`src/hw/rtl/assert_macros.svh`:
```
// assertion helpers for the return buffer
`ifndef ASSERT_MACROS_SVH
`define ASSERT_MACROS_SVH

// property checked every clock outside reset
`define OMRB_ASSERT(label, prop, msg) \
    label: assert property (@(posedge clk) disable iff (!rst_n) prop) else $error(msg);

// two conditions never true together
`define OMRB_ASSERT_EXCL(label, a, b, msg) \
    label: assert property (@(posedge clk) disable iff (!rst_n) !((a) && (b))) else $error(msg);

`endif

```
`src/hw/rtl/omrb_pkg.sv`:
```
`default_nettype none
package omrb_pkg;
    localparam int FIFO_DEPTH_DEF   = 16;
    localparam int BUFFER_DEPTH_DEF = 32;
    localparam int WAVE_COUNT_DEF   = 64;

    localparam int TAG_W   = 16;
    localparam int WAVE_W  = 6;
    localparam int KIND_W  = 3;
    localparam int LIMIT_W = 7;
    localparam int COUNT_W = 6;

    localparam logic [LIMIT_W-1:0] LIMIT_RESET = 7'd16;

    localparam logic [KIND_W-1:0] KIND_LOAD     = 3'd0;
    localparam logic [KIND_W-1:0] KIND_STORE    = 3'd1;
    localparam logic [KIND_W-1:0] KIND_ATOMIC   = 3'd2;
    localparam logic [KIND_W-1:0] KIND_MEM_SYNC = 3'd3;
    localparam logic [KIND_W-1:0] KIND_END_SYNC = 3'd4;

    typedef enum logic [1:0] {
        CREDIT_LOAD,
        CREDIT_STORE,
        CREDIT_NONE
    } credit_t;

    function automatic credit_t credit_class(input logic [KIND_W-1:0] kind);
        credit_t c;
        if (kind == KIND_LOAD || kind == KIND_ATOMIC)
            c = CREDIT_LOAD;
        else if (kind == KIND_STORE)
            c = CREDIT_STORE;
        else
            c = CREDIT_NONE;
        return c;
    endfunction

    typedef struct packed {
        logic              push_valid;
        logic [TAG_W-1:0]  push_tag;
        logic [WAVE_W-1:0] push_wave;
        logic [KIND_W-1:0] push_kind;
        logic              push_no_lanes;
        logic              resp_valid;
        logic [TAG_W-1:0]  resp_tag;
        logic              return_ready;
    } in_word_t;

    typedef struct packed {
        logic               push_accepted;
        logic               retire_valid;
        logic [TAG_W-1:0]   retire_tag;
        logic [WAVE_W-1:0]  retire_wave;
        logic [KIND_W-1:0]  retire_kind;
        logic               issue_valid;
        logic [TAG_W-1:0]   issue_tag;
        logic               issue_blocked;
        logic [COUNT_W-1:0] pending_count;
    } out_word_t;

    typedef struct packed {
        logic latch;
        logic scan_clear;
        logic resp_step;
        logic ret_step;
        logic issue;
    } dp_cmd_t;

    typedef struct packed {
        logic resp_valid;
        logic return_ready;
        logic buf_empty;
        logic scan_last;
        logic resp_hit;
        logic ret_hit;
        logic count_ok;
    } dp_status_t;
endpackage
`default_nettype wire

```
`src/hw/rtl/omrb_ctrl.sv`:
```
`default_nettype none
module omrb_ctrl (
    input  wire                   clk,
    input  wire                   rst_n,
    input  wire                   in_valid,
    output logic                  in_ready,
    output logic                  out_valid,
    input  wire                   out_ready,
    input  omrb_pkg::dp_status_t  status,
    output omrb_pkg::dp_cmd_t     cmd
);
    import omrb_pkg::*;

    typedef enum logic [2:0] {
        S_IDLE,
        S_RESP,
        S_RETIRE,
        S_ISSUE,
        S_OUT
    } state_t;

    state_t state_reg;
    state_t state_next;
    logic   in_ready_reg;
    logic   out_valid_reg;

    assign in_ready  = in_ready_reg;
    assign out_valid = out_valid_reg;

    always_comb
    begin
        cmd        = '0;
        state_next = state_reg;
        unique case (state_reg)
            S_IDLE:
            begin
                if (in_valid)
                begin
                    cmd.latch  = 1'b1;
                    state_next = S_RESP;
                end
            end
            S_RESP:
            begin
                if (status.resp_valid && !status.buf_empty)
                begin
                    cmd.resp_step = 1'b1;
                    if (status.resp_hit || status.scan_last)
                    begin
                        cmd.scan_clear = 1'b1;
                        state_next     = S_RETIRE;
                    end
                end
                else
                begin
                    cmd.scan_clear = 1'b1;
                    state_next     = S_RETIRE;
                end
            end
            S_RETIRE:
            begin
                if (status.return_ready && !status.buf_empty)
                begin
                    cmd.ret_step = 1'b1;
                    if (status.ret_hit || status.scan_last)
                        state_next = S_ISSUE;
                end
                else
                begin
                    state_next = S_ISSUE;
                end
            end
            S_ISSUE:
            begin
                cmd.issue  = 1'b1;
                state_next = S_OUT;
            end
            S_OUT:
            begin
                if (out_ready)
                    state_next = S_IDLE;
            end
            default:
            begin
                state_next = S_IDLE;
            end
        endcase
    end

    always_ff @(posedge clk or negedge rst_n)
    begin
        if (!rst_n)
        begin
            state_reg     <= S_IDLE;
            in_ready_reg  <= 1'b1;
            out_valid_reg <= 1'b0;
        end
        else
        begin
            state_reg     <= state_next;
            in_ready_reg  <= state_next == S_IDLE;
            out_valid_reg <= state_next == S_OUT;
        end
    end
endmodule
`default_nettype wire

```
`config.mk`:
```
export PLATFORM = sky130hd
export DESIGN_NAME = omrb_ctrl
export DESIGN_NICKNAME = d
export VERILOG_FILES = /design/src/hw/rtl/assert_macros.svh /design/src/hw/rtl/omrb_pkg.sv /design/src/hw/rtl/omrb_ctrl.sv
export SDC_FILE = /design/constraint.sdc
export NUM_CORES = 1
export LEC_CHECK = 0
export BUFFER_PORTS_ARGS = -buffer_cell sky130_fd_sc_hd__clkbuf_2
export CAP_MARGIN = 20
export CORE_AREA = 4 4 41 43
export CTS_CLUSTER_DIAMETER = 150
export DETAILED_ROUTE_END_ITERATION = 12
export DIE_AREA = 0 0 45 47
export PLACE_DENSITY = 0.55
export RECOVER_POWER = 50
export SYNTH_ARGS = -nofsm -noshare
export SYNTH_HDL_FRONTEND = slang
export SYNTH_SLANG_ARGS = --single-unit
```
`constraint.sdc`:
```
create_clock -name clk -period 1.8 [get_ports clk]
set_input_delay 0.45 -clock clk [delete_from_list [all_inputs] [get_ports clk]]
set_output_delay 0.45 -clock clk [all_outputs]
set_load 0.01 [all_outputs]
```
==> results_dict.tcl, run 1 <==
set metrics [dict create \
    tightest_slew_ps 324.9 \
    overflow 0 \
    ys.flop_type "dfrtp_1" \
    synth_warnings 0 \
    gr-usage-all-layers_pct 7.784 \
    drtPass1Iterations 2 \
    reg2reg_depth 2 \
    place_congestion 0.6982 \
    drive_gt1_share_pct 44.68 \
    final_common_cell "clkbuf_2" \
    ys_seq_area_share_pct 46.76 \
    clock_sinks 5 \
    power.density_nw_per_um2 1508 \
    wl_met2_um 259 \
    largest_register_ffs 3 \
    synth.avg_cell_area_um2 10.01 \
    skew_ps 3.434 \
    die_width_um 45 \
    synth_edf_count 0 \
    cp-start-kind "flip-flop" \
    n_antenna_cell 0 \
    first_global_vias 261 \
    synthesis.area_um2 270.3 \
    vias 283 \
    cts_htree_levels 1 \
    hold_ws_ps 48.91 \
    initial_utilization_pct 20.77 \
    synth_cell_type_count 17 \
    numCtsBuffers 3 \
    drc_errors 0 \
    fin_tns_setup_ps 0 \
    hp-class "in2async" \
    clk_pin_slew_ps 40 \
    drv_cap 0 \
    clk_latency_ps 240 \
    path_class "reg2out" \
    grt_start_max_net_pins 11 \
    cts_tree "yes" \
    num-nets-final 59 \
    io_buffers 16 \
    p_leak_nw 0.1957 \
    postSynthCellCount 27 \
    fp-row-count 13 \
    min_period_ps 1697 \
    met1_length_um 303 \
    synth.ff_latch_count 5 \
    final_cell_mix "clkbuf_2 (13), clkbuf_1 (4), clkbuf_4 (3), dfrtp_1 (3)" \
    antenna_found_initial 0 \
    slew_headroom_pct 78.34 \
    fin_area_um2 406.6 \
    highest_layer "met3" \
    layout_worst_path_cycle_share_pct 94.26 \
    rsz0062_at_grt "false" \
    core-area_um2 1301 \
    die_h_um 47 \
    critical_path_required_ps 1350 \
    dpl_cell_area_um2 369.1 \
    io_pins 18 \
    wl_per_cell_um 10.97 \
    setup_violations 0 \
    status "completed" \
    place_hpwl_um 535.9 \
    async_reset_ff_share_pct 100.0 \
    nFillCells 154 \
    cp.arrival_ps 1250 \
    drt_iter0_markers 2 \
    clockRootBuffer "clkbuf_4" \
    cts_buffer_depth 2 \
    dieArea_um2 2115 \
    routed_via_density 4.565 \
    crit_fanout 7 \
    area_growth_pct 50.46 \
    routed-wl-met3_um 117 \
    end_kind "output port" \
    slew_viol_final 0 \
    peakVddDrop_uv 397.8 \
    grt_pass1_wl_um 1083 \
    fmax_ghz 0.5894 \
    ant_nets 0 \
    drt-total-wl_um 680 \
    final-hold-violation-count 0 \
    synth.net_count 38 \
]
worst max-delay path, stage by stage, from the launching register on:
cell,delay (ps)
dfrtp_1,490
nor2b_1,210
and3_1,170
clkbuf_2,130
where the power goes:
part / leakage (nW) / switching (W) / total [W] / internal [W]
Combinational: 0.120 / 0.000111 / 0.000234 / 0.000123
Sequential: 0.0610 / 0.0000788 / 0.000252 / 0.000173
Clock: 0.0150 / 0.0000438 / 0.000127 / 0.0000837
Yosys cell counts, types with 2 or more instances:
cell type	instances	share of area [%]
nor4b_1	2	6.5
nor2b_1	2	4.6
or4b_1	2	7.4
o21ai_0	2	3.7
nand2b_1	2	4.6
and3_1	2	4.6
dfrtp_1	4	37
nor2_1	2	2.8
final timing paths:
| kind | start | endpoint | slack (ps) |
|---|---|---|---|
| setup / recovery | state_reg[1] | cmd[1] | 100 |
| hold / removal | rst_n | state_reg[2] | 50 |
| setup reg to reg | state_reg[1] | in_ready | 550 |
| hold reg to reg | state_reg[0] | state_reg[1] | 630 |
| max in group asynchronous | rst_n | in_ready | 1480 |
| min in group clk | in_valid | in_ready | 510 |
cells by family after synthesis:
group | count (synthesis) | share of synthesized area (%)
and+or+nand+nor | 15 | 36.57
AOI/OAI and AO/OA | 6 | 13.89
DFF | 5 | 46.76
buffers and inverters | 1 | 2.779
per-layer routing:
layer / vias to the layer above / GRT usage [%]
li1: 140 / -
met1: 124 / 7.852
met2: 19 / 10.73
met3: 0 / 6.513
met4: 0 / 5.263
met5: - / 0
per-stage QoR:
stage          instances  total power (W)  util (%)  worst slack (ps)
3_3_place_gp          58        0.0004575     28.37             155.9
3_5_place_dp          58        0.0004606     28.37             177.1
2_1_floorplan         27        0.0003781         -             366.0
5_1_grt               62        0.0006678     31.25             14.39
6_report              62        0.0006131     31.25             103.4
4_1_cts               62        0.0005950     30.38             22.96
cell type report:
class / instances / area, µm² / share of cell area [%]
multi-input combinational: 21 / 150.1 / 36.92
sequential: 5 / 127.6 / 31.38
tap: 15 / 18.77 / 4.615
timing repair buffer: 17 / 83.83 / 20.62
clock buffer: 4 / 26.28 / 6.462
what timing repair did:
| action | in CTS | in global routing |
|---|---|---|
| setup endpoints to repair | 0 | 3 |
| endpoints found under the hold margin | 0 | 0 |
| buffers inserted | 0 | 0 |
| resized for setup | 0 | 4 |
| hold buffers | 0 | 0 |
No activity file was read; power rests on OpenSTA's default activity.
==> run 2: changes to the inputs <==
Clock period 1.8 ns to 2.1 ns, I/O delays scaled along.
==> results_dict.tcl, run 2 (synthesis gave the netlist of run 1 again) <==
set metrics [dict create \
    vias 271 \
    final_cell_mix "clkbuf_2 (14), dfrtp_1 (4), clkbuf_4 (3), clkbuf_1 (3)" \
    cts_resized 0 \
    die_width_um 45 \
    fmax_ghz 0.5355 \
    clockRootBuffer "clkbuf_4" \
    min_period_ps 1867 \
    dieArea_um2 2115 \
    slew_viol_final 0 \
    place_inst 57 \
    drt_iter0_markers 7 \
    final-hold-violation-count 0 \
    overflow 0 \
    ff2ff_setup_slack_ps 870 \
    skew_ps 4.858 \
    drv_cap 0 \
    fp-row-count 13 \
    place_congestion 0.7047 \
    first_global_vias 279 \
    io_buffers 16 \
    cts_buffer_depth 2 \
    core-area_um2 1301 \
    setup_violations 0 \
    io_pins 18 \
    power.density_nw_per_um2 1294 \
    drc_errors 0 \
    cts_htree_levels 1 \
    num-nets-final 58 \
    numCtsBuffers 3 \
    area_growth_pct 42.59 \
    status "completed" \
    layout_worst_path_cycle_share_pct 88.93 \
    largest_register_ffs 3 \
    dpl_worst_slack_ps 203.6 \
    drtPass1Iterations 2 \
    hp-class "in2async" \
    ant_nets 0 \
    clk_pin_slew_ps 40 \
    antenna_found_initial 0 \
    slew_headroom_pct 67.10 \
    grt_start_max_net_pins 11 \
    tightest_slew_ps 486.6 \
    p_leak_nw 0.1889 \
    nFillCells 153 \
    postCtsSetupRepairBufs 0 \
    drt-total-wl_um 658 \
    rsz0062_at_grt "false" \
    gr-usage-all-layers_pct 7.924 \
    path_class "in2out" \
    fin_area_um2 385.4 \
    drive_gt1_share_pct 39.13 \
    clock_sinks 5 \
    cp-start-kind "primary input" \
    grt_pass1_wl_um 1186 \
    end_kind "output port" \
    critical_path_required_ps 1570 \
    clk_latency_ps 240 \
    timing.final.ws_setup_ps 232.6 \
    initial_utilization_pct 20.77 \
    peakVddDrop_uv 284.2 \
    cts_tree "yes" \
    final_common_cell "clkbuf_2" \
    cts_hold_buf 0 \
    die_h_um 47 \
    crit_fanout 3 \
    cp.arrival_ps 1340 \
    routed_via_density 4.443 \
    finalPower_w 0.0004986 \
    wl_per_cell_um 10.79 \
    n_antenna_cell 0 \
    fin_cells 61 \
    fin_tns_setup_ps 0 \
    dpl_cell_area_um2 361.6 \
]
run 2: worst max-delay path, cell delays in order:
cell	delay (ps)
clkbuf_2	90
nor4b_1	480
nor3b_1	100
clkbuf_2	150
run 2: area by class of cell:
cell class | count | area, µm² | area share, %
clock buffer | 4 | 26.28 | 6.818
sequential | 5 | 126.4 | 32.79
tap | 15 | 18.77 | 4.870
multi-input combinational | 21 | 136.4 | 35.39
timing repair buffer | 16 | 77.57 | 20.13
run 2: path summary, 6_finish.rpt:
check	start	end	cells after the start
setup / recovery	status[4]	cmd[3]	4
hold / removal	rst_n	out_valid	1
setup reg to reg	state_reg[2]	in_ready	2
hold reg to reg	state_reg[2]	state_reg[1]	1
max in group asynchronous	rst_n	in_ready	1
min in group clk	in_valid	in_ready	3
run 2: report_power, final:
part	switching, W	internal [W]
Clock	0.0000397	0.0000719
Combinational	0.0000929	0.0000926
Sequential	0.0000547	0.000147
Total	0.000187	0.000311
run 2: metal layers:
metal  GRT usage (%)  wire length [µm]
met4           7.018                16
met5               0                 0
met3           3.065               102
met2           11.02               238
met1           9.404               301
run 2: per-stage QoR:
| stage | hold slack (ps) | util [%] |
|---|---|---|
| after floorplan | 229.4 | - |
| after global placement | 347.2 | 27.79 |
| after detailed placement | 346.8 | 27.79 |
| after CTS | 83.15 | 29.81 |
| after global routing | 134.6 | 29.62 |
| final | 122.1 | 29.62 |
